**config.mk**
```make
export PLATFORM = sky130hd
export DESIGN_NAME = tlf_ram
export DESIGN_NICKNAME = d
export VERILOG_FILES = /design/src/rtl/core/tlf_ram.sv
export SDC_FILE = /design/constraint.sdc
export NUM_CORES = 1
export LEC_CHECK = 0
export ABC_AREA = 1
export BUFFER_PORTS_ARGS = -buffer_cell sky130_fd_sc_hd__buf_4
export CORE_MARGIN = 1
export CORE_UTILIZATION = 47
export DETAILED_ROUTE_END_ITERATION = 8
export GPL_ROUTABILITY_DRIVEN = 0
export PLACE_DENSITY_LB_ADDON = 0.05
export RECOVER_POWER = 100
export SYNTH_ARGS = -nofsm -noshare
export SYNTH_HDL_FRONTEND = slang
export SYNTH_SLANG_ARGS = --single-unit
export TNS_END_PERCENT = 30
```
**constraint.sdc**
```tcl
create_clock -name clock -period 3.37 [get_ports clock]
set_input_delay 0.5055 -clock clock [delete_from_list [all_inputs] [get_ports clock]]
set_output_delay 0.5055 -clock clock [all_outputs]
set_load 0.01 [all_outputs]
```
**src/rtl/core/tlf_ram.sv**
```systemverilog
module tlf_ram #(
   parameter int WIDTH = 8,
   parameter int DEPTH = 16
) (
   input  logic                     clock,
   input  logic                     we,
   input  logic [$clog2(DEPTH)-1:0] waddr,
   input  logic [WIDTH-1:0]         wdata,
   input  logic                     re,
   input  logic [$clog2(DEPTH)-1:0] raddr,
   output logic [WIDTH-1:0]         rdata
);
   logic [WIDTH-1:0] mem_ff [DEPTH];
   logic [WIDTH-1:0] rdata_ff;

   always_ff @(posedge clock) begin
      if (we) begin
         mem_ff[waddr] <= wdata;
      end
      if (re) begin
         rdata_ff <= mem_ff[raddr];
      end
   end

   assign rdata = rdata_ff;
endmodule

```
==> results by group, run 1 <==
Logic synthesis
  – EDFF count, synth: between 100 and 150
  – Top cell type by total area after synthesis: edfxtp_1
  – Main synth FF type: edfxtp_1
  – Mapped Area: slightly below 6000 µm²
  – Cell with the most instances after synthesis: nand2_1
  – Mapped Avg Cell Area: 10.6 µm²
  – Largest family of logic cells by synthesized area: simple AND/OR/NAND/NOR gates
  – Share of the synthesized area in the top cell type: 0.698
  – Sequential share of the synthesized area: 0.698
  – Post-Synthesis Cells: roughly 550
  – Yosys reg bits: between 100 and 150
  – Commonest cells post-synth: nand2_1 (173), edfxtp_1 (136), inv_1 (100)
  – Synth Net Count: 570
  – Library cells used by synthesis: 11
  – Synth Area in Simple Gates: 0.208
  – Top cells by area, synth: edfxtp_1 (70%), nand2_1 (11%), nand3_1 (8.3%)
  – Synth Area in Compound Gates: 0
  – Post-synthesis adder-cell area fraction: 0
  – Asr flop ratio synth: 0
  – Multiplexer share of the synthesized area: 0
  – Syn. warnings: 0
  – Post-Synth XOR/XNOR Area: 0

Drt
  – Via count: 3721
  – Antenna violation net count after detailed routing: 0
  – Detailed Route WL: 12900 µm
  – First-pass DRT Iterations: 5
  – Vias per inst: roughly 4.9
  – DRT iter0 DRCs: around 270
  – Remaining DRCs: 0
  – Per-cell routed wire length: 17.1 µm

Cells and area
  – P&R area growth vs syn: 12.9%
  – Fraction of layout cells with a size suffix above 1: 0.0597
  – Filler Cell Count: 1072
  – Inserted Diodes: 0
  – Final nets: a little under 600

Power
  – Sw frac: 0.210
  – PD cells: 597 nW/µm²
  – Int Power: around 3.1 mW
  – Clock power share: 0.458
  – Max VDD drop: ~0.27 mV
  – Combinational share of power: 0.056
  – Lkg Pwr: 2.76 nW
  – Total Power: slightly below 4 mW
  – Sequential fraction of design power: 0.487
  – Switching power: between 0.8 and 0.9 mW

Die
  – Starting density of the core: 0.485
  – Die area: between 10000 and 15000 µm²
  – Number of I/O pins: 27
  – Die H: roughly 110 µm
  – Die X: 114 µm
  – # rows: 40
  – Core box area: ~12000 µm²

Worst setup path
  – Crit Path Max Fanout: 34
  – Crit path DAT: around 1800 ps
  – CP endpoint kind: flop
  – Crit Reg-Reg Startpoint: mem_ff[6][1]
  – Worst Path Required: between 3000 and 4000 ps
  – Crit start category: input port
  – CP Launch Point: raddr[0]
  – Critical path class: input port to flop

Global routing
  – Total GRT Usage: 0.220
  – Global-route wire length before repair: roughly 20000 µm
  – Largest net degree at the start of global routing: 65
  – GRT overflow: 0
  – Number of global-route vias before repair: around 3700
  – Initial antenna violation count: 0

Clock tree
  – Clk Latency, worst-skew pair: about 420 ps
  – CTS root buffer: clkbuf_16
  – Htree depth: 4
  – TritonCTS clock tree: done
  – Clock Sinks: 136
  – Post-cts resize count: 0
  – TritonCTS Buffers: 17
  – CTS max path bufs: 2
  – Post-CTS setup buffers: 0
  – Hold buffer count at CTS: 0
  – Clk slew on worst S/H paths: around 60 ps

STA
  – Final hold viol count: 0
  – FMAX: about 600 MHz
  – Final setup fails: 0
  – Worst-margin pin slew: approximately 980 ps
  – Final Critical Period: about 1600 ps
  – Max_slew headroom: 0.349
  – Clock skew: between 5 and 6 ps
  – Post-route setup TNS: 0 ps
  – Pins Over Slew Limit: 0
  – RSZ-0062 raised after global routing: no
  – Crit share post-route: 0.480

Placement
  – Dpl hpwl: just under 8000 µm
  – Count of buffers from port buffering: 26

Hold path
  – Hold Startpoint: raddr[3]
  – Min-delay worst type: input port to flop

Run
  – MaxCap Viol Count: 0

Status
  – Outcome: finished clean
==> cell usage in the layout (no fill, tap or decap), drive strengths merged <==
cell type,n
clkinvlp,2
nand3b,2
buf,7
edfxtp,136
nor2,17
clkinv,5
nand3,97
bufinv,3
inv,102
nand2,173
clkbuf,42
==> registers in the layout (all words and copies together), names as in the netlist <==
signal / cells
mem_ff: 128
rdata: 8
==> final cells by class <==
type                            instances  area [µm²]  share of cell area
Multi-Input combinational cell        289        1210               0.184
Clock inverter                         10         129              0.0195
Inverter                              102         383              0.0580
Clock buffer                           21         440              0.0667
Sequential cell                       136        4080               0.618
Timing Repair Buffer                   28         144              0.0218
Tap cell                              168         210              0.0318
==> stage by stage <==
step / utilization / setup WS, ps / hold WS (ps) / std cells / area (µm²)
final: 0.548 / 1750 / 475 / 754 / 6600
after global routing: 0.548 / 1640 / 472 / 754 / 6600
after CTS: 0.554 / 1760 / 370 / 754 / 6680
after detailed placement: 0.507 / 1320 / 755 / 723 / 6110
after global placement: 0.507 / 1310 / 748 / 723 / 6110
after floorplan: - / 1910 / 604 / 551 / 5850
==> layer usage <==
layer | wire [µm] | GRT usage | part of all wire | up-vias
li1 | - | - | - | 1829
met2 | 5970 | 0.343 | 0.46 | 110
met4 | 319 | 0.106 | 0.025 | 0
met3 | 651 | 0.0462 | 0.051 | 22
met1 | 5920 | 0.295 | 0.46 | 1760
met5 | 0 | 0 | 0 | -
==> path summary, 6_finish.rpt <==
path / slack, ps / cells past startpoint / endpoint
max: 1750 / 7 / rdata[2]
min: 470 / 3 / rdata[3]
max reg2reg: 2200 / 6 / rdata[1]
min reg2reg: 760 / 6 / rdata[3]
==> logic make-up (layout without fill, tap and decap cells) <==
logic type	after synthesis	count (layout)
buf+inv	126	161
flops	136	136
simple gates	289	289
==> worst max-delay path: stages <==
cell     delay, ps
buf_4          330
buf_4          420
nand2_1        100
nand3_1         90
nand3_1        120
nand3_1        140
nand2_1         70
==> power by group through the flow <==
stage	logic (mW)	registers (mW)	clock network [mW]
after floorplan	0.134	1.95	0
after global placement	0.234	1.95	0
after detailed placement	0.235	1.95	0
after CTS	0.236	1.92	1.82
after global routing	0.245	1.92	1.89
final	0.219	1.92	1.80
Power figures use the tool's default switching activity.
==> run 2, diff against run 1 <==
==> constraint.sdc (replaced) <==
create_clock -name clock -period 1.6 [get_ports clock]
set_input_delay 0.24 -clock clock [delete_from_list [all_inputs] [get_ports clock]]
set_output_delay 0.24 -clock clock [all_outputs]
set_load 0.01 [all_outputs]
==> run 2 against run 1 <==
  * Largest power group unchanged
  * Largest cell class unchanged
  * First-iteration DRC count up 14%
  * Highest routed layer unchanged
  * Sequential power is 110% higher
  * Non-clock buffer count up 23
==> results by group, run 2 (synthesized netlist as in run 1, its figures left out) <==
Global routing
  – Number of global-route vias before repair: 3869 (+5.9%)
  – Global-route wire length before repair: 21300 µm (+5.9%)
  – Total GRT Usage: 0.234 (+0.0144)
  – Largest net degree at the start of global routing: 41 (-37%)
  – GRT overflow: 0 (unchanged)
  – Initial antenna violation count: 0 (unchanged)

Clock tree
  – Hold buffer count at CTS: 0 (unchanged)
  – CTS root buffer: clkbuf_16
  – CTS max path bufs: 2 (unchanged)
  – Post-cts resize count: 0 (unchanged)
  – Clk slew on worst S/H paths: 50 ps (about the same)
  – Clk Latency, worst-skew pair: 420 ps (about the same)
  – TritonCTS Buffers: 17 (unchanged)
  – TritonCTS clock tree: done
  – Htree depth: 4 (unchanged)
  – Clock Sinks: 136 (unchanged)
  – Post-CTS setup buffers: 0 (unchanged)

STA
  – Final hold viol count: 0 (unchanged)
  – FMAX: roughly 800 MHz
  – Pins Over Slew Limit: 0 (unchanged)
  – Post-route setup TNS: 0 ps (unchanged)
  – Final Critical Period: around 1300 ps
  – Final setup fails: 0 (unchanged)
  – Max_slew headroom: 0.406 (+0.0571)
  – Hold_ws: 229 ps (-246 ps)
  – Clock skew: 10.4 ps (+4.66 ps)
  – RSZ-0062 raised after global routing: no
  – Worst-margin pin slew: 891 ps (-85.6 ps)
  – Crit share post-route: 0.786

Worst setup path
  – Critical-path top delay cell: edfxtp_1
  – Critical path class: flop to primary output
  – Crit start category: flop
  – Worst Path Required: 1360 ps (-2180 ps)
  – Crit Reg-Reg Startpoint: mem_ff[7][6]
  – Crit path largest cell delay: 420 ps (about the same)
  – Buf/Inv on CP: 1 (-1)
  – Worst Reg-to-Reg Cells: 6 (unchanged)
  – CP endpoint kind: primary output
  – Crit path max-delay family: flip-flops
  – Flop2flop setup slack: 430 ps (-1770 ps)
  – Crit path DAT: 1020 ps (-770 ps)
  – Crit Path Max Fanout: 1 (-97%)
  – R2r endpoint: rdata[6]
  – Worst-path cell chain: clkbuf_1

Status
  – Outcome: finished clean

Die
  – Die area: 12900 µm² (unchanged)
  – Die X: 114 µm (unchanged)
  – Die H: 114 µm (unchanged)
  – Starting density of the core: 0.485 (unchanged)
  – # rows: 40 (unchanged)
  – Core box area: 12100 µm² (unchanged)
  – Number of I/O pins: 27 (unchanged)

Power
  – Max VDD drop: 0.698 mV (+160%)
  – Lkg Pwr: 2.79 nW (+0.85%)
  – Total Power: 7.76 mW (+97%)
  – PD cells: 1160 nW/µm² (+95%)

Cells and area
  – Filler Cell Count: 1100 (+2.6%)
  – P&R area growth vs syn: 13.9%
  – Fraction of layout cells with a size suffix above 1: 0.0576 (-0.00216)
  – Largest register FFs: 128 (unchanged)
  – Commonest cells after routing, fill and taps aside: nand2_1 (173), edfxtp_1 (136), inv_1 (100)
  – Final nets: 616 (+3.9%)
  – Commonest non-fill, non-tap cell in the layout: nand2_1
  – Inserted Diodes: 0 (unchanged)
  – Top reg by flops: mem_ff
  – Fin cells: 776 (+2.9%)

Drt
  – Antenna violation net count after detailed routing: 0 (unchanged)
  – Via count: 3820 (+2.7%)
  – First-pass DRT Iterations: 5 (unchanged)
  – Per-cell routed wire length: 17.5 µm (+2.8%)
  – DRT iter0 DRCs: 302 (+14%)
  – Detailed Route WL: 13600 µm (+5.8%)
  – Remaining DRCs: 0 (unchanged)
  – Vias per inst: 4.92 (-0.25%)

Run
  – MaxCap Viol Count: 0 (unchanged)

Hold path
  – Min-delay worst type: input port to flop
  – WHS Path Cells: 3 (unchanged)
  – WHS Endpoint: rdata[2]
  – Hold Startpoint: raddr[3]

Placement
  – Dpl hpwl: 8520 µm (+8.2%)
  – Placed insts: 746 (+3.2%)
  – Count of buffers from port buffering: 26 (unchanged)
run 2: cell count changes in the layout (fill, tap and decap cells not counted):
cell,previous run,this run
buf_12,1,4
bufinv_16,3,0
clkbuf_1,25,43
clkinvlp_4,2,0
clkinv_1,1,5
clkinv_2,4,3
buf_4,6,9
run 2: layout make-up:
| cell class | count | area [µm²] | share of cell area |
|---|---|---|---|
| Sequential cell | 136 | 4080 | 0.613 |
| Clock inverter | 8 | 33.8 | 0.00507 |
| Clock buffer | 22 | 444 | 0.0667 |
| Multi-Input combinational cell | 289 | 1210 | 0.182 |
| Timing Repair Buffer | 51 | 290 | 0.0436 |
| Inverter | 102 | 383 | 0.0575 |
| Tap cell | 168 | 210 | 0.0316 |
run 2: how the worst max path moves through the flow:
stage          slack (ps)  depth (start not counted)       endpoint      from
5_1_grt               320                          1       rdata[7]  rdata[7]
6_report              340                          1       rdata[7]  rdata[7]
2_1_floorplan         410                          2  mem_ff[10][0]  waddr[2]
4_1_cts               330                          1       rdata[3]  rdata[3]
3_5_place_dp           90                          8       rdata[0]  raddr[0]
3_3_place_gp           90                          6       rdata[0]  raddr[1]
run 2: power breakdown:
group	internal (mW)	switching (mW)
Combinational	0.142	0.356
Clock	1.92	1.29
Sequential	4.02	0.0257
Total	6.08	1.68
run 2: per-layer routing:
metal | up-vias | track usage | part of all wire
met1 | 1806 | 0.312 | 0.45
met4 | 0 | 0.111 | 0.028
met5 | - | 0 | 0
li1 | 1868 | - | -
met2 | 117 | 0.362 | 0.46
met3 | 29 | 0.0595 | 0.056
run 2: per-stage QoR:
step | util | setup WS, ps | instance area, µm²
after floorplan | - | 409 | 5850
after global placement | 0.524 | 88.0 | 6320
after detailed placement | 0.524 | 89.1 | 6320
after CTS | 0.564 | 330 | 6800
after global routing | 0.552 | 325 | 6660
final | 0.552 | 343 | 6660
==> run 3, diff against run 2 <==
==> constraint.sdc (replaced) <==
create_clock -name clock -period 1.3 [get_ports clock]
set_input_delay 0.195 -clock clock [delete_from_list [all_inputs] [get_ports clock]]
set_output_delay 0.195 -clock clock [all_outputs]
set_load 0.01 [all_outputs]
==> run 3 against run 2 <==
  * Worst hold slack worse by 48 ps
  * Critical path depth is the same
  * First-iteration DRC count down 12%
  * Non-clock buffer count grew 4
  * Combinational power is 27% higher
  * Final cell count increased by 0.77%
  * Power rose by 29%
  * Flip-flop and latch count stayed put
  * Routed wire length shrank 3.7%
  * Sequential power is 23% higher
  * Count of clock-buffer cells in the layout is 3 lower
  * Critical path type unchanged
  * Critical endpoint unchanged
==> results by group, run 3 (synthesized netlist as in run 1, its figures left out) <==
Cells and area
  – Commonest cells after routing, fill and taps aside: nand2_1 (173), edfxtp_1 (136), inv_1 (100)
  – Inserted Diodes: 0 (unchanged)
  – Largest register FFs: 128 (unchanged)
  – Commonest non-fill, non-tap cell in the layout: nand2_1
  – Filler Cell Count: 1074 (-2.4%)
  – Final Cell Area: 6810 µm² (+2.2%)
  – Fraction of layout cells with a size suffix above 1: 0.0765 (+0.0190)
  – P&R area growth vs syn: 16.4%
  – Post-layout util: 0.564 (+0.0122)
  – Final nets: 620 (+0.65%)
  – Top reg by flops: mem_ff

Worst setup path
  – Crit start category: flop
  – Critical path class: flop to primary output
  – Worst Reg-to-Reg Cells: 6 (unchanged)
  – Crit path DAT: 1000 ps (-20 ps)
  – Worst Path Required: 1110 ps (-250 ps)
  – Buf/Inv on CP: 1 (unchanged)
  – Critical-path top delay cell: edfxtp_1
  – R2r endpoint: rdata[0]
  – CP endpoint kind: primary output
  – Crit Path Max Fanout: 1 (unchanged)
  – Worst-path cell chain: clkbuf_1
  – Crit path max-delay family: flip-flops
  – Flop2flop setup slack: 130 ps (-300 ps)
  – Crit Reg-Reg Startpoint: mem_ff[7][0]
  – Crit path largest cell delay: 420 ps (about the same)

Hold path
  – Hold Startpoint: raddr[3]
  – WHS Path Cells: 3 (unchanged)
  – Min-delay worst type: input port to flop
  – WHS Endpoint: rdata[3]

Drt
  – Detailed Route WL: 13100 µm (-3.7%)
  – Via count: 3777 (-1.1%)
  – Vias per inst: 4.83 (-1.9%)
  – Antenna violation net count after detailed routing: 0 (unchanged)
  – Remaining DRCs: 0 (unchanged)
  – Per-cell routed wire length: 16.8 µm (-4.4%)
  – First-pass DRT Iterations: 7 (+2)
  – DRT iter0 DRCs: 265 (-12%)

Clock tree
  – Clk Latency, worst-skew pair: 420 ps (about the same)
  – Hold buffer count at CTS: 0 (unchanged)
  – CTS max path bufs: 2 (unchanged)
  – TritonCTS clock tree: done
  – CTS root buffer: clkbuf_16
  – Post-CTS setup buffers: 0 (unchanged)
  – Clock Sinks: 136 (unchanged)
  – TritonCTS Buffers: 17 (unchanged)
  – Post-cts resize count: 0 (unchanged)
  – Clk slew on worst S/H paths: 60 ps (about the same)
  – Htree depth: 4 (unchanged)

STA
  – Crit share post-route: 0.921
  – Max_slew headroom: 0.389 (-0.0168)
  – Clock skew: 4.52 ps (-5.92 ps)
  – FMAX: 835 MHz
  – Fin worst setup slack: 103 ps (-240 ps)
  – Final hold viol count: 0 (unchanged)
  – Final Critical Period: 1200 ps
  – RSZ-0062 raised after global routing: no
  – Worst-margin pin slew: 916 ps (+25.2 ps)
  – Pins Over Slew Limit: 0 (unchanged)
  – Hold_ws: 181 ps (-48.3 ps)
  – Final setup fails: 0 (unchanged)

Power
  – PD cells: 1470 nW/µm² (+27%)
  – Max VDD drop: 0.707 mV (+1.2%)
  – Lkg Pwr: 2.87 nW (+2.9%)

Global routing
  – Number of global-route vias before repair: 3764 (-2.7%)
  – Initial antenna violation count: 0 (unchanged)
  – GRT overflow: 0 (unchanged)
  – Total GRT Usage: 0.228 (-0.00623)
  – Global-route wire length before repair: 20900 µm (-2.3%)
  – Largest net degree at the start of global routing: 41 (unchanged)

Placement
  – Post-place instance area: 6400 µm² (+1.3%)
  – Dpl hpwl: 8260 µm (-3.1%)
  – Count of buffers from port buffering: 26 (unchanged)
  – Pre-CTS worst setup slack: -86.5 ps (-176 ps)

Die
  – Die X: 114 µm (unchanged)
  – Die H: 114 µm (unchanged)
  – # rows: 40 (unchanged)
  – Core box area: 12100 µm² (unchanged)
  – Starting density of the core: 0.485 (unchanged)
  – Number of I/O pins: 27 (unchanged)
  – Die area: 12900 µm² (unchanged)

Status
  – Outcome: finished clean

Run
  – MaxCap Viol Count: 0 (unchanged)
[run 3: how the worst max path moves through the flow]
stage,start,endpoint,cells after the start
floorplan,waddr[2],mem_ff[10][0],2
global placement,raddr[0],rdata[7],8
detailed placement,raddr[0],rdata[0],8
CTS,rdata[7],rdata[7],1
global route,mem_ff[7][3],rdata[3],6
finish,rdata[7],rdata[7],1
[run 3: area by class of cell]
| cell class | instances | area (µm²) | area share |
|---|---|---|---|
| Sequential cell | 136 | 4080 | 0.600 |
| Clock inverter | 13 | 111 | 0.0164 |
| Tap cell | 168 | 210 | 0.0309 |
| Timing Repair Buffer | 55 | 372 | 0.0546 |
| Multi-Input combinational cell | 289 | 1210 | 0.178 |
| Clock buffer | 19 | 433 | 0.0636 |
| Inverter | 102 | 383 | 0.0562 |
[run 3: metrics by stage]
step	instances	TNS, ps	power, mW
after floorplan	551	0	5.41
after global placement	750	-288	5.73
after detailed placement	750	-442	5.74
after CTS	782	0	10.2
after global routing	782	0	10.4
final	782	0	10.0
[run 3: worst reg2reg max path: stages, from the launching register on]
cell,delay [ps]
edfxtp_1,360
inv_1,60
nand2_1,50
nand3_1,80
nand3_1,110
nand3_1,180
nand2_1,80
[run 3: power by group]
group	internal [mW]	total [mW]	switching [mW]	leakage (nW)
Clock	2.76	4.43	1.67	0.276
Sequential	4.95	4.97	0.0267	1.24
Combinational	0.200	0.630	0.431	1.36
[run 3: per-layer routing]
metal | part of all wire | vias up | GRT usage
met5 | 0 | - | 0
met4 | 0.022 | 0 | 0.102
met3 | 0.049 | 18 | 0.0430
met2 | 0.48 | 101 | 0.359
met1 | 0.45 | 1775 | 0.311
li1 | - | 1883 | -
