[src/rtl/core/tlf_pkg.sv]
package tlf_pkg;

   localparam int ENTRIES = 256;
   localparam int IDX_W   = $clog2(ENTRIES);
   localparam int CNT_W   = $clog2(ENTRIES + 1);

   localparam int TAG_W    = 32;
   localparam int TIME_W   = 48;
   localparam int WINDOW_W = 32;
   localparam int LAPS_W   = 16;

   localparam logic [LAPS_W-1:0] LAP_MAX = {LAPS_W{1'b1}};

   typedef struct packed {
      logic [TAG_W-1:0]  tag;
      logic [TIME_W-1:0] last_lap;
      logic [LAPS_W-1:0] laps;
   } tlf_entry_type;

   localparam int ENTRY_W = $bits(tlf_entry_type);

   typedef struct packed {
      logic              we;
      logic [IDX_W-1:0]  waddr;
      tlf_entry_type     wdata;
      logic              re;
      logic [IDX_W-1:0]  raddr;
   } tlf_ram_cmd_type;

   typedef struct packed {
      logic              lap_counted;
      logic              new_tag;
      logic              table_full;
      logic [LAPS_W-1:0] laps_so_far;
      logic [TIME_W-1:0] start_time_ms;
   } tlf_result_type;

endpackage

[src/rtl/core/tlf_req_if.sv]
interface tlf_req_if;
   logic                        valid;
   logic                        ready;
   logic [tlf_pkg::TAG_W-1:0]   tag_id;
   logic [tlf_pkg::TIME_W-1:0]  read_time_ms;

   modport source (output valid, output tag_id, output read_time_ms, input ready);
   modport sink   (input valid, input tag_id, input read_time_ms, output ready);
endinterface

[src/rtl/core/tlf_ctrl.sv]
module tlf_ctrl (
   input  logic                          clock,
   input  logic                          reset,
   tlf_req_if.sink                       req_chan,
   input  logic [tlf_pkg::WINDOW_W-1:0]  window_ms,
   output tlf_pkg::tlf_ram_cmd_type      ram_cmd,
   input  logic [tlf_pkg::ENTRY_W-1:0]   ram_rdata,
   output logic                          res_valid,
   output tlf_pkg::tlf_result_type       res,
   input  logic                          res_taken
);
   import tlf_pkg::*;

   localparam logic [1:0] ST_IDLE = 2'd0;
   localparam logic [1:0] ST_SCAN = 2'd1;
   localparam logic [1:0] ST_HIT  = 2'd2;
   localparam logic [1:0] ST_FIN  = 2'd3;

   logic [1:0]        state_ff, state_in;
   logic [CNT_W-1:0]  used_ff, used_in;
   logic [TIME_W-1:0] start_ff, start_in;
   logic [TAG_W-1:0]  tag_ff, tag_in;
   logic [TIME_W-1:0] time_ff, time_in;
   logic [CNT_W-1:0]  iss_ff, iss_in;
   logic              cmp_vld_ff, cmp_vld_in;
   logic [IDX_W-1:0]  cmp_idx_ff, cmp_idx_in;
   tlf_entry_type     hit_ff, hit_in;
   logic [IDX_W-1:0]  hit_idx_ff, hit_idx_in;
   tlf_result_type    res_ff, res_in;

   tlf_entry_type     rd_entry;
   logic [TIME_W:0]   lap_limit;
   logic              lap_due;
   logic [LAPS_W-1:0] laps_next;

   assign rd_entry  = tlf_entry_type'(ram_rdata);
   // The limit carries one extra bit so that last lap plus window never wraps.
   assign lap_limit = {1'b0, hit_ff.last_lap} + {{(TIME_W + 1 - WINDOW_W){1'b0}}, window_ms};
   assign lap_due   = {1'b0, time_ff} > lap_limit;
   assign laps_next = (hit_ff.laps == LAP_MAX) ? hit_ff.laps : hit_ff.laps + 1'b1;

   assign req_chan.ready = (state_ff == ST_IDLE);
   assign res_valid      = (state_ff == ST_FIN);
   assign res            = res_ff;

   always_comb begin
      state_in   = state_ff;
      used_in    = used_ff;
      start_in   = start_ff;
      tag_in     = tag_ff;
      time_in    = time_ff;
      iss_in     = iss_ff;
      cmp_vld_in = cmp_vld_ff;
      cmp_idx_in = cmp_idx_ff;
      hit_in     = hit_ff;
      hit_idx_in = hit_idx_ff;
      res_in     = res_ff;
      ram_cmd    = '0;

      case (state_ff)
         ST_IDLE: begin
            if (req_chan.valid) begin
               tag_in     = req_chan.tag_id;
               time_in    = req_chan.read_time_ms;
               iss_in     = '0;
               cmp_vld_in = 1'b0;
               if (used_ff == '0) begin
                  start_in = req_chan.read_time_ms;
               end
               state_in = ST_SCAN;
            end
         end
         ST_SCAN: begin
            cmp_vld_in = 1'b0;
            if (cmp_vld_ff && (rd_entry.tag == tag_ff)) begin
               hit_in     = rd_entry;
               hit_idx_in = cmp_idx_ff;
               state_in   = ST_HIT;
            end else if (iss_ff < used_ff) begin
               ram_cmd.re    = 1'b1;
               ram_cmd.raddr = iss_ff[IDX_W-1:0];
               iss_in        = iss_ff + 1'b1;
               cmp_vld_in    = 1'b1;
               cmp_idx_in    = iss_ff[IDX_W-1:0];
            end else if (!cmp_vld_ff) begin
               // Every used entry has been compared without a match.
               res_in.start_time_ms = start_ff;
               res_in.lap_counted   = 1'b0;
               res_in.new_tag       = 1'b0;
               res_in.table_full    = 1'b0;
               res_in.laps_so_far   = '0;
               if (used_ff == CNT_W'(ENTRIES)) begin
                  res_in.table_full = 1'b1;
               end else begin
                  ram_cmd.we             = 1'b1;
                  ram_cmd.waddr          = used_ff[IDX_W-1:0];
                  ram_cmd.wdata.tag      = tag_ff;
                  ram_cmd.wdata.last_lap = time_ff;
                  ram_cmd.wdata.laps     = LAPS_W'(1);
                  used_in                = used_ff + 1'b1;
                  res_in.lap_counted     = 1'b1;
                  res_in.new_tag         = 1'b1;
                  res_in.laps_so_far     = LAPS_W'(1);
               end
               state_in = ST_FIN;
            end
         end
         ST_HIT: begin
            res_in.start_time_ms = start_ff;
            res_in.new_tag       = 1'b0;
            res_in.table_full    = 1'b0;
            res_in.lap_counted   = lap_due;
            res_in.laps_so_far   = lap_due ? laps_next : hit_ff.laps;
            if (lap_due) begin
               ram_cmd.we             = 1'b1;
               ram_cmd.waddr          = hit_idx_ff;
               ram_cmd.wdata.tag      = tag_ff;
               ram_cmd.wdata.last_lap = time_ff;
               ram_cmd.wdata.laps     = laps_next;
            end
            state_in = ST_FIN;
         end
         ST_FIN: begin
            if (res_taken) begin
               state_in = ST_IDLE;
            end
         end
         default: begin
            state_in = ST_IDLE;
         end
      endcase
   end

   always_ff @(posedge clock) begin
      if (reset) begin
         state_ff <= ST_IDLE;
         used_ff  <= '0;
         start_ff <= '0;
      end else begin
         state_ff <= state_in;
         used_ff  <= used_in;
         start_ff <= start_in;
      end
   end

   always_ff @(posedge clock) begin
      tag_ff     <= tag_in;
      time_ff    <= time_in;
      iss_ff     <= iss_in;
      cmp_vld_ff <= cmp_vld_in;
      cmp_idx_ff <= cmp_idx_in;
      hit_ff     <= hit_in;
      hit_idx_ff <= hit_idx_in;
      res_ff     <= res_in;
   end
endmodule

[src/flat_wrapper.sv]
// flat-port wrapper written by rule: the top's interface ports become plain ports
module tlf_ctrl_flat import tlf_pkg::*;
  (clock, reset, window_ms, ram_cmd, ram_rdata, res_valid, res, res_taken, req_chan_valid, req_chan_tag_id, req_chan_read_time_ms, req_chan_ready);
  tlf_req_if req_chan_i ();
  input  logic clock;
  input  logic reset;
  input  logic [tlf_pkg::WINDOW_W-1:0] window_ms;
  output tlf_pkg::tlf_ram_cmd_type ram_cmd;
  input  logic [tlf_pkg::ENTRY_W-1:0] ram_rdata;
  output logic res_valid;
  output tlf_pkg::tlf_result_type res;
  input  logic res_taken;
  input wire logic [$bits(req_chan_i.valid)-1:0] req_chan_valid;
  input wire logic [$bits(req_chan_i.tag_id)-1:0] req_chan_tag_id;
  input wire logic [$bits(req_chan_i.read_time_ms)-1:0] req_chan_read_time_ms;
  output wire logic [$bits(req_chan_i.ready)-1:0] req_chan_ready;
  assign req_chan_i.valid = req_chan_valid;
  assign req_chan_i.tag_id = req_chan_tag_id;
  assign req_chan_i.read_time_ms = req_chan_read_time_ms;
  assign req_chan_ready = req_chan_i.ready;
  tlf_ctrl u_core (.clock(clock), .reset(reset), .req_chan(req_chan_i), .window_ms(window_ms), .ram_cmd(ram_cmd), .ram_rdata(ram_rdata), .res_valid(res_valid), .res(res), .res_taken(res_taken));
endmodule
[config.mk]
export PLATFORM = sky130hd
export DESIGN_NAME = tlf_ctrl_flat
export DESIGN_NICKNAME = d
export VERILOG_FILES = /design/src/rtl/core/tlf_pkg.sv /design/src/rtl/core/tlf_req_if.sv /design/src/rtl/core/tlf_ctrl.sv /design/src/flat_wrapper.sv
export SDC_FILE = /design/constraint.sdc
export NUM_CORES = 1
export LEC_CHECK = 0
export BUFFER_PORTS_ARGS = -buffer_cell sky130_fd_sc_hd__buf_2
export CORE_ASPECT_RATIO = 0.5
export CORE_UTILIZATION = 50
export DETAILED_ROUTE_END_ITERATION = 10
export PLACE_DENSITY = 0.76
export SYNTH_ARGS = -nofsm -noshare
export SYNTH_HDL_FRONTEND = slang
export SYNTH_SLANG_ARGS = --single-unit
[constraint.sdc]
create_clock -name clock -period 6.84 [get_ports clock]
set_input_delay 1.026 -clock clock [delete_from_list [all_inputs] [get_ports clock]]
set_output_delay 1.026 -clock clock [all_outputs]
set_load 0.01 [all_outputs]
==> results of run 1 <==
## through the flow
stage,area [µm²],TNS [ns]
floorplan,15300,0
global placement,17700,0
detailed placement,17700,-8.47
CTS,18600,0
global route,18900,-1.18
finish,18900,0
## sequential cells by signal (all words and copies together) (netlist names)
register and cells:
u_core.cmp_idx_ff 8, u_core.cmp_vld_ff 1, u_core.hit_ff 64, u_core.hit_idx_ff 8, u_core.iss_ff 9, u_core.res 67
u_core.start_ff 48, u_core.state_ff 2, u_core.tag_ff 32, u_core.time_ff 48, u_core.used_ff 9
## cell type report
class	count	area, µm²
Antenna cell	7	17.5
Clock buffer	34	701
Clock inverter	13	136
Fill cell	2390	10600
Inverter	37	140
Multi-Input combinational cell	1028	6780
Sequential cell	296	8300
Tap cell	391	489
Timing Repair Buffer	430	2390
## power by group through the flow
stage	clock network, mW	logic (mW)	registers (mW)
after floorplan	0	1.12	2.80
after global placement	0	1.91	2.75
after detailed placement	0	1.93	2.76
after CTS	1.51	1.98	2.73
after global routing	1.58	2.18	2.77
final	1.49	2.01	2.73
## worst max-delay path: stages
cell and delay, ns:
buf_2 0.10, ha_1 0.31, nand3_2 0.10, or3_4 0.39, nand3b_1 0.19, a21oi_2 0.21, a2111o_1 0.24, a41oi_4 0.15
buf_6 0.17, and4_1 0.19, nor3_1 0.31, ha_1 0.30, nand4_1 0.08, or2_1 0.17, nor4_4 0.07, buf_4 0.14
and4_1 0.21, a31oi_1 0.18, o21ai_2 0.11, buf_6 0.14, nor4b_4 0.25, buf_6 0.18, clkbuf_16 0.16, and2_1 0.14
buf_2 0.13
## per-layer routing
layer	part of all wire (%)	routed length, µm	up-vias	track usage [%]
met5	0.022	10	-	0
met2	47	21000	505	43.4
met3	7.6	3410	96	5.23
met4	3.0	1330	2	9.04
li1	-	-	5981	-
met1	43	19200	6085	38.5
## cell usage after synthesis (5+ instances only)
cell type,number,area [µm²]
a211oi_1,12,90.1
a21boi_0,5,37.5
a21o_1,22,165
a21oi_1,108,541
a22o_1,8,70.1
a31oi_1,10,62.6
and2_1,26,163
and3_1,20,125
and4_1,11,96.3
buf_2,6,30.0
buf_6,12,135
clkbuf_1,41,154
dfxtp_1,59,1180
edfxtp_1,237,7120
ha_1,96,1200
inv_1,37,139
mux2i_1,8,80.1
nand2_1,236,886
nand2b_1,8,50.1
nand3_1,33,165
nand4_1,21,131
nor2_1,117,439
nor2b_1,12,75.1
nor3_1,19,95.1
nor4_1,17,106
nor4b_1,5,43.8
o211ai_1,7,52.6
o21ai_0,39,195
o31ai_1,15,113
or3_1,7,43.8
or4_1,10,75.1
xnor2_1,37,324
xor2_1,55,482
## timing repair
| action | CTS | global route |
|---|---|---|
| setup endpoints to repair | 90 | 105 |
| cloned | 1 | 3 |
| pin swaps | 5 | 32 |
| gates resized for setup | 9 | 46 |
| setup buffers | 2 | 6 |
| hold buffers | 0 | 0 |
## cell families (layout without fill, tap and decap cells)
group / Yosys count / count (layout)
compound gates: 269 / 269
xor+xnor: 92 / 92
fa+ha+maj: 97 / 97
buf+inv: 100 / 514
flops: 296 / 296
mux: 8 / 8
other cells: 0 / 7
simple gates: 562 / 562
## path summary, 6_finish.rpt
kind | endpoint | slack (ns)
worst min-delay path | u_core.hit_idx_ff[2] | 0.41
worst min register to register | u_core.hit_idx_ff[2] | 0.41
worst max-delay path | ram_cmd[20] | 0.16
worst max register to register | u_core.res[61] | 1.56
==> impl_metrics.csv, run 1 <==
group,metric,value,unit
clocking,tritoncts,"yes",
power,powerDensity,329,nW/µm²
setup_path,cp-end-kind,"output port",
die,num_io_pins,395,
status,status,"complete, no violations",
global_routing,grt_max_degree,86,
final_layout,post_route_cells_drive_above_1_share,28.6,%
setup_path,crit_required,5.81,ns
clocking,clkTransAtPathRegs,0.07,ns
yosys,synth_top_flop_cell,"edfxtp_1",
power,p_sw,2.27,mW
min_path,min_from,"u_core.cmp_idx_ff[2]",
yosys,yosys_register_bits,296,
power,p_leak,7.76,nW
setup_path,arrival,5.65,ns
yosys,synth-compound-area-share,11.2,%
die,dieArea,31300,µm²
final_layout,finalNonFillerCells,2236,
yosys,ys_warn_count,0,
yosys,synthAdderAreaFrac,7.99,%
sta,fin_crit_sh,97.6,%
die,start_util,51.8,%
yosys,yosysUniqueCellTypes,73,
yosys,syn_area,15300,µm²
die,fp-row-count,44,
power,p_sw_share,36.5,%
final_layout,final_cell_mix,"buf_2 (389), edfxtp_1 (237), nand2_1 (235)",
setup_path,critPathLaunch,"window_ms[11]",
sta,finClkSkew,0.0149,ns
min_path,hp-class,"reg -> reg",
sta,fin_ws,0.161,ns
clocking,clock_path_buffers,3,
setup_path,startpoint_type,"input port",
detailed_routing,wl_per_cell,20.1,µm
detailed_routing,dr.pass1.iters,5,
detailed_routing,ant_nets,0,
placed_design,port_buffers,394,
yosys,synthArstFlopShare,0,%
sta,worst_pin_slew,1.06,ns
setup_path,criticalPathCategory,"in -> out",
setup_path,reg2reg_from,"u_core.hit_ff[16]",
die,die_w,249,µm
yosys,synthMuxAreaShare,0.524,%
final_layout,fin_nets,2128,
power,internal_power,3.96,mW
yosys,avgSynthCellArea,10.7,µm²
yosys,synth_top_family_by_area,"simple AND/OR/NAND/NOR gates",
placed_design,place.gp.congestion,0.928,
final_layout,fin_util,64.2,%
sta,hold_viol,0,
global_routing,grt_pass1_wl,66500,µm
clocking,cts_root_buf,"clkbuf_16",
power,power_frac_seq,43.8,%
yosys,synth-xor-area-share,5.27,%
placed_design,dpl.hpwl,32500,µm
power,power_frac_comb,32.2,%
clocking,cts_sinks,296,
sta,slew_headroom,29.5,%
sta,rsz0062_at_grt,"yes",
yosys,synth_edf_count,237,
yosys,synthSimpleGateAreaFrac,17.5,%
global_routing,gr-total-overflow,0,
global_routing,first_global_vias,11600,
sta,fmax,0.150,GHz
global_routing,grt_usage,27.6,%
power,p_total,6.23,mW
power,pwr-share-clk,24.0,%
yosys,syn_inst,1424,
run,max_cap_violations,0,
die,die_h,126,µm
yosys,ys_seq_area_share,54.3,%
global_routing,antenna_found_initial,8,
detailed_routing,vias,12700,
detailed_routing,viasPerCell,5.67,
final_layout,final_common_cell,"buf_2",
min_path,worstHoldPathCells,0,
sta,finalSetupViolations,0,
setup_path,rr_worst_depth,22,
sta,whs,0.415,ns
yosys,synth_fp_nets,1733,
clocking,htree_levels,1,
clocking,clk_latency,0.56,ns
power,vdd_drop_max,313,µV
final_layout,area_delta_synth_final,24.0,%
placed_design,dp_slack,-0.142,ns
setup_path,cp_max_fo,11,
die,core_area,29500,µm²
detailed_routing,drtIter0Drc,1133,
clocking,cts_inserted_buffers,26,
sta,period_needed,6.68,ns
detailed_routing,drc,0,
detailed_routing,drt_wl_total,44900,µm
sta,report.final.slew_viol_count,0,
placed_design,placed_cells,2170,
(Power assumes the default switching activity.)
==> run 2: changes to the inputs <==
--- a/config.mk
+++ b/config.mk
@@ -7,9 +7,9 @@
 export LEC_CHECK = 0
 export BUFFER_PORTS_ARGS = -buffer_cell sky130_fd_sc_hd__buf_2
 export CORE_ASPECT_RATIO = 0.5
-export CORE_UTILIZATION = 50
+export CORE_UTILIZATION = 31
 export DETAILED_ROUTE_END_ITERATION = 10
-export PLACE_DENSITY = 0.76
+export HOLD_SLACK_MARGIN = 0.12
 export SYNTH_ARGS = -nofsm -noshare
 export SYNTH_HDL_FRONTEND = slang
 export SYNTH_SLANG_ARGS = --single-unit
==> constraint.sdc (replaced) <==
create_clock -name clock -period 6.84 [get_ports clock]
set_input_delay 1.368 -clock clock [delete_from_list [all_inputs] [get_ports clock]]
set_output_delay 1.368 -clock clock [all_outputs]
set_load 0.01 [all_outputs]
==> run 2 against run 1 <==
Compared with the run above: the run now ends with negative setup slack left; critical path depth shrank 1; sequential share of layout area is 4.5 points lower; maximum frequency shrank 8.8%; highest routed layer is now met4.
==> impl_metrics.csv, run 2 (synthesized netlist as in run 1, its figures left out) <==
group,metric,value,unit
detailed_routing,drtIter0Drc,809,
detailed_routing,drt_wl_total,51400,µm
detailed_routing,viasPerCell,4.98,
power,power_frac_comb,34.4,%
final_layout,largest_reg_flops,67,
status,status,"complete, but fails checks",
final_layout,final_common_cell,"buf_2",
placed_design,dp_slack,-0.741,ns
sta,finalSetupViolations,105,
die,die_h,159,µm
sta,rsz0062_at_grt,"yes",
die,dieArea,50200,µm²
power,powerDensity,330,nW/µm²
clocking,clkTransAtPathRegs,0.06,ns
min_path,hp-class,"reg -> reg",
clocking,htree_levels,1,
setup_path,cp_slowest_cell,"o31a_4",
power,p_sw,2.56,mW
setup_path,crit_required,5.47,ns
global_routing,grt_max_degree,86,
clocking,cts_root_buf,"clkbuf_16",
final_layout,fin_nets,2230,
global_routing,grt_pass1_wl,74200,µm
placed_design,port_buffers,394,
die,num_io_pins,395,
global_routing,gr-total-overflow,0,
die,start_util,31.5,%
detailed_routing,vias,13000,
setup_path,cp_common_cell,"buf_6",
global_routing,first_global_vias,12400,
final_layout,fin_util,43.5,%
setup_path,r2r_slack,1.44,ns
final_layout,area_delta_synth_final,38.3,%
placed_design,dpl.hpwl,37000,µm
final_layout,final_cell_mix,"buf_2 (342), edfxtp_1 (237), nand2_1 (234)",
detailed_routing,ant_nets,0,
status,violations,"negative setup slack",
setup_path,startpoint_type,"input port",
power,internal_power,4.41,mW
power,p_leak,8.50,nW
sta,fin_ws,-0.484,ns
setup_path,arrival,5.96,ns
global_routing,grt_usage,19.4,%
clocking,cts_inserted_buffers,30,
sta,hold_viol,0,
clocking,clock_path_buffers,3,
sta,finClkSkew,0.0167,ns
setup_path,reg2reg_from,"u_core.hit_ff[17]",
sta,fmax,0.137,GHz
final_layout,fin_area,21100,µm²
detailed_routing,drc,0,
setup_path,rr_worst_depth,22,
clocking,tritoncts,"yes",
setup_path,cpLargestDelayFamily,"simple AND/OR/NAND/NOR gates",
setup_path,cp_max_fo,7,
setup_path,reg2reg_to,"u_core.res[61]",
setup_path,cp-endpoint,"ram_cmd[102]",
clocking,clk_latency,0.57,ns
die,fp-row-count,57,
detailed_routing,wl_per_cell,19.7,µm
setup_path,crit_cells,24,
sta,period_needed,7.32,ns
placed_design,dpl_cell_area,18700,µm²
setup_path,criticalPathCategory,"in -> out",
placed_design,place.gp.congestion,0.881,
sta,report.final.slew_viol_count,0,
power,power_frac_seq,39.2,%
power,vdd_drop_max,213,µV
setup_path,cp-end-kind,"output port",
die,core_area,48600,µm²
setup_path,path_cells,"buf_6, ha_4, nand2_2, or3_4, nand3b_1, a21oi_2, a2111o_1, a41oi_4, buf_6, buf_6, and4_1, a211oi_2, ha_1, nand4_1, or2_4, nor4_4, inv_1, a31oi_2, o21ai_2, o31a_4, buf_12, clkbuf_16, nor2_2, buf_2",
sta,slew_headroom,23.3,%
sta,worst_pin_slew,1.15,ns
power,p_sw_share,36.8,%
final_layout,post_route_cells_drive_above_1_share,36.5,%
detailed_routing,dr.pass1.iters,7,
setup_path,critPathLaunch,"window_ms[9]",
setup_path,cp_slowest_stage_delay,0.39,ns
die,die_w,316,µm
global_routing,antenna_found_initial,10,
run,max_cap_violations,0,
power,pwr-share-clk,26.4,%
sta,fin_crit_sh,107,%
setup_path,cp.buffers_inverters,7,
clocking,cts_sinks,296,
-- run 2: cell count changes in the layout (fill, tap and decap cells not counted), sizes merged, moves of 2 or more --
cell,delta
buf,+97
bufinv,+4
clkbuf,+2
clkinv,+2
diode,+3
-- run 2: layout make-up --
type                       instances  area, µm²
fill                            4610      27400
tap                              649        812
inverter                          37        140
clock inverter                    21        270
antenna                           10       25.0
timing repair buffer             528       3470
multi-input combinational       1028       7280
clock buffer                      35        832
sequential                       296       8300
-- run 2: how the worst min path moves through the flow --
stage	startpoint	to	slack, ns	depth (start not counted)
after CTS	u_core.cmp_idx_ff[0]	u_core.hit_idx_ff[0]	0.42	0
after global placement	u_core.cmp_idx_ff[2]	u_core.hit_idx_ff[2]	0.40	0
after detailed placement	u_core.cmp_idx_ff[0]	u_core.hit_idx_ff[0]	0.41	0
after floorplan	u_core.cmp_idx_ff[0]	u_core.hit_idx_ff[0]	0.40	0
after global routing	u_core.cmp_idx_ff[0]	u_core.hit_idx_ff[0]	0.42	0
final	u_core.cmp_idx_ff[0]	u_core.hit_idx_ff[0]	0.42	0
-- run 2: worst register-to-register path, cell delays in order, from the launching register on --
cell,delay [ns]
edfxtp_1,0.44
ha_4,0.28
a211oi_4,0.25
o211ai_1,0.15
nand3b_1,0.15
a21oi_2,0.08
a2111o_1,0.48
a41oi_4,0.28
buf_6,0.18
buf_6,0.10
and4_1,0.20
a211oi_2,0.07
ha_1,0.32
nand4_1,0.08
or2_4,0.28
nor4_4,0.26
inv_1,0.08
a31oi_2,0.18
o21ai_2,0.12
buf_4,0.17
buf_4,0.21
or2_1,0.37
o311a_1,0.38
-- run 2: per-stage QoR --
| stage | hold WS [ns] | total power [mW] | std cells | setup TNS (ns) |
|---|---|---|---|---|
| 5_1_grt | 0.424 | 7.31 | 2604 | -64.89 |
| 4_1_cts | 0.417 | 6.76 | 2586 | -45.77 |
| 3_3_place_gp | 0.403 | 4.77 | 2518 | -67.07 |
| 6_report | 0.416 | 6.98 | 2604 | -41.21 |
| 3_5_place_dp | 0.407 | 4.80 | 2518 | -73.27 |
| 2_1_floorplan | 0.400 | 3.92 | 1424 | -0.127 |
-- run 2: power groups by stage --
| stage | sequential, mW | clock, mW | combinational [mW] |
|---|---|---|---|
| floorplan | 2.80 | 0 | 1.12 |
| global placement | 2.76 | 0 | 2.02 |
| detailed placement | 2.77 | 0 | 2.03 |
| CTS | 2.74 | 1.87 | 2.16 |
| global route | 2.78 | 1.95 | 2.58 |
| finish | 2.74 | 1.84 | 2.40 |
-- run 2: metal layers --
layer | wire [µm] | global-route usage, %
met4 | 1730 | 7.22
met3 | 2310 | 2.28
met5 | 0 | 0
met1 | 21400 | 24.8
met2 | 25900 | 33.6
-- run 2: timing repair --
item	in CTS	in global routing
hold buffers	0	0
gates resized for setup	51	180
setup endpoints to repair	105	105
setup buffers	8	7
gates cloned	4	4
pin swaps	22	81
==> run 3: changes to the inputs <==
--- a/config.mk
+++ b/config.mk
@@ -10,6 +10,8 @@
 export CORE_UTILIZATION = 31
 export DETAILED_ROUTE_END_ITERATION = 10
 export HOLD_SLACK_MARGIN = 0.12
+export SKIP_CTS_REPAIR_TIMING = 1
 export SYNTH_ARGS = -nofsm -noshare
 export SYNTH_HDL_FRONTEND = slang
 export SYNTH_SLANG_ARGS = --single-unit
+export TNS_END_PERCENT = 20
==> run 3 against run 2 <==
Compared with the run above: the flow still finishes with violations (negative setup slack); critical path depth is the same; via count decreased by 1.5%; global-route usage down 0.50 points; non-clock buffer count shrank 4; maximum frequency fell by 0.47%; critical path type unchanged.
==> impl_metrics.csv, run 3 (synthesized netlist as in run 1, its figures left out) <==
group,metric,value,unit
global_routing,antenna_found_initial,11,
power,powerDensity,330,nW/µm²
die,fp-row-count,57,
power,p_total,6.72,mW
sta,fin_ws,-0.518,ns
status,violations,"negative setup slack",
detailed_routing,drt_wl_total,50400,µm
die,die_h,159,µm
power,p_leak,8.37,nW
detailed_routing,viasPerCell,4.91,
sta,finalSetupViolations,105,
die,start_util,31.5,%
placed_design,place.gp.congestion,0.881,
sta,period_needed,7.36,ns
global_routing,grtUsageMet3,2.41,%
sta,rsz0062_at_grt,"yes",
sta,fmax,0.136,GHz
setup_path,cp_slowest_stage_delay,0.43,ns
final_layout,fillers,4748,
power,vdd_drop_max,216,µV
detailed_routing,vias,12800,
sta,report.final.slew_viol_count,0,
placed_design,dpl.hpwl,37000,µm
setup_path,crit_required,5.47,ns
final_layout,final_cell_mix,"buf_2 (394), edfxtp_1 (237), nand2_1 (235)",
detailed_routing,wl_per_cell,19.4,µm
min_path,hp-class,"reg -> reg",
final_layout,finalNonFillerCells,2601,
setup_path,cp_max_fo,11,
detailed_routing,drtIter0Drc,752,
global_routing,grt_busiest_layer,"met2",
global_routing,grt_pass1_wl,72400,µm
global_routing,grt_max_degree,86,
setup_path,arrival,5.99,ns
sta,fin_crit_sh,108,%
global_routing,first_global_vias,12200,
clocking,clk_latency,0.57,ns
die,num_io_pins,395,
clocking,cts_inserted_buffers,30,
sta,hold_viol,0,
setup_path,cp_common_cell,"buf_6",
final_layout,fin_nets,2226,
global_routing,grt_util_met1,23.9,%
setup_path,cp.buffers_inverters,7,
clocking,clkTransAtPathRegs,0.06,ns
placed_design,port_buffers,394,
clocking,clock_path_buffers,3,
run,max_cap_violations,0,
final_layout,largest_reg_flops,67,
placed_design,placed_cells,2518,
clocking,htree_levels,1,
global_routing,grt_usage,18.9,%
sta,whs,0.415,ns
setup_path,cp-end-kind,"output port",
detailed_routing,dr.pass1.iters,7,
die,core_area,48600,µm²
setup_path,path_cells,"buf_2, ha_1, a211oi_1, o21ai_1, o211ai_1, a21oi_2, a2111o_1, a41oi_2, buf_6, and4_1, a211oi_2, buf_4, ha_1, nand3_1, or2_4, o31a_1, a31oi_1, o21ai_2, buf_6, nor4b_4, buf_6, clkbuf_16, a22o_1, buf_2",
die,die_w,316,µm
status,status,"complete, but fails checks",
sta,finClkSkew,0.0155,ns
sta,worst_pin_slew,1.16,ns
global_routing,gr-total-overflow,0,
final_layout,fin_util,42.0,%
setup_path,criticalPathCategory,"in -> out",
sta,slew_headroom,22.4,%
global_routing,grtUsageMet2,33.0,%
final_layout,area_delta_synth_final,33.4,%
final_layout,final_common_cell,"buf_2",
clocking,tritoncts,"yes",
setup_path,cp_slowest_cell,"a2111o_1",
setup_path,startpoint_type,"input port",
detailed_routing,drc,0,
clocking,cts_sinks,296,
detailed_routing,ant_nets,0,
clocking,cts_root_buf,"clkbuf_16",
setup_path,cpLargestDelayFamily,"compound AO/OA/AOI/OAI gates",
die,dieArea,50200,µm²
final_layout,post_route_cells_drive_above_1_share,34.1,%
[run 3: cell types whose count changed in the layout (fill, tap and decap cells not counted), moves of 5 or more]
cell / delta
buf_6: -49
buf_2: +52
nor2_1: +34
buf_4: -5
nor2_4: -36
[run 3: layout make-up]
class / instances / area [µm²] / area share (%)
antenna: 11 / 27.5 / 0.135
clock buffer: 35 / 832 / 4.08
clock inverter: 21 / 270 / 1.33
inverter: 37 / 140 / 0.688
multi-input combinational: 1028 / 6900 / 33.9
sequential: 296 / 8300 / 40.7
tap: 649 / 812 / 3.99
timing repair buffer: 524 / 3100 / 15.2
[run 3: worst paths after layout]
| path | start | end | slack (ns) | depth (start not counted) |
|---|---|---|---|---|
| worst max-delay path | window_ms[8] | ram_cmd[112] | -0.52 | 24 |
| worst min-delay path | u_core.cmp_idx_ff[0] | u_core.hit_idx_ff[0] | 0.42 | 0 |
| worst max register to register | u_core.hit_ff[27] | u_core.res[61] | 1.53 | 22 |
| worst min register to register | u_core.cmp_idx_ff[0] | u_core.hit_idx_ff[0] | 0.42 | 0 |
[run 3: metrics by stage]
step,TNS [ns],cell area [µm²],setup slack [ns]
2_1_floorplan,-0.127,15300,-0.0636
3_3_place_gp,-67.07,18700,-0.671
3_5_place_dp,-73.27,18700,-0.741
4_1_cts,-77.24,19800,-0.771
5_1_grt,-76.18,20400,-0.774
6_report,-50.14,20400,-0.518
[run 3: where the power goes]
group	internal, mW	switching (mW)
clock network	1.10	0.741
logic	0.723	1.42
registers	2.49	0.247
total	4.31	2.41
[run 3: routing by layer]
metal,vias to the layer above,wire length [µm]
li1,6182,-
met1,6178,21100
met2,311,25500
met3,94,2080
met4,0,1650
met5,-,0
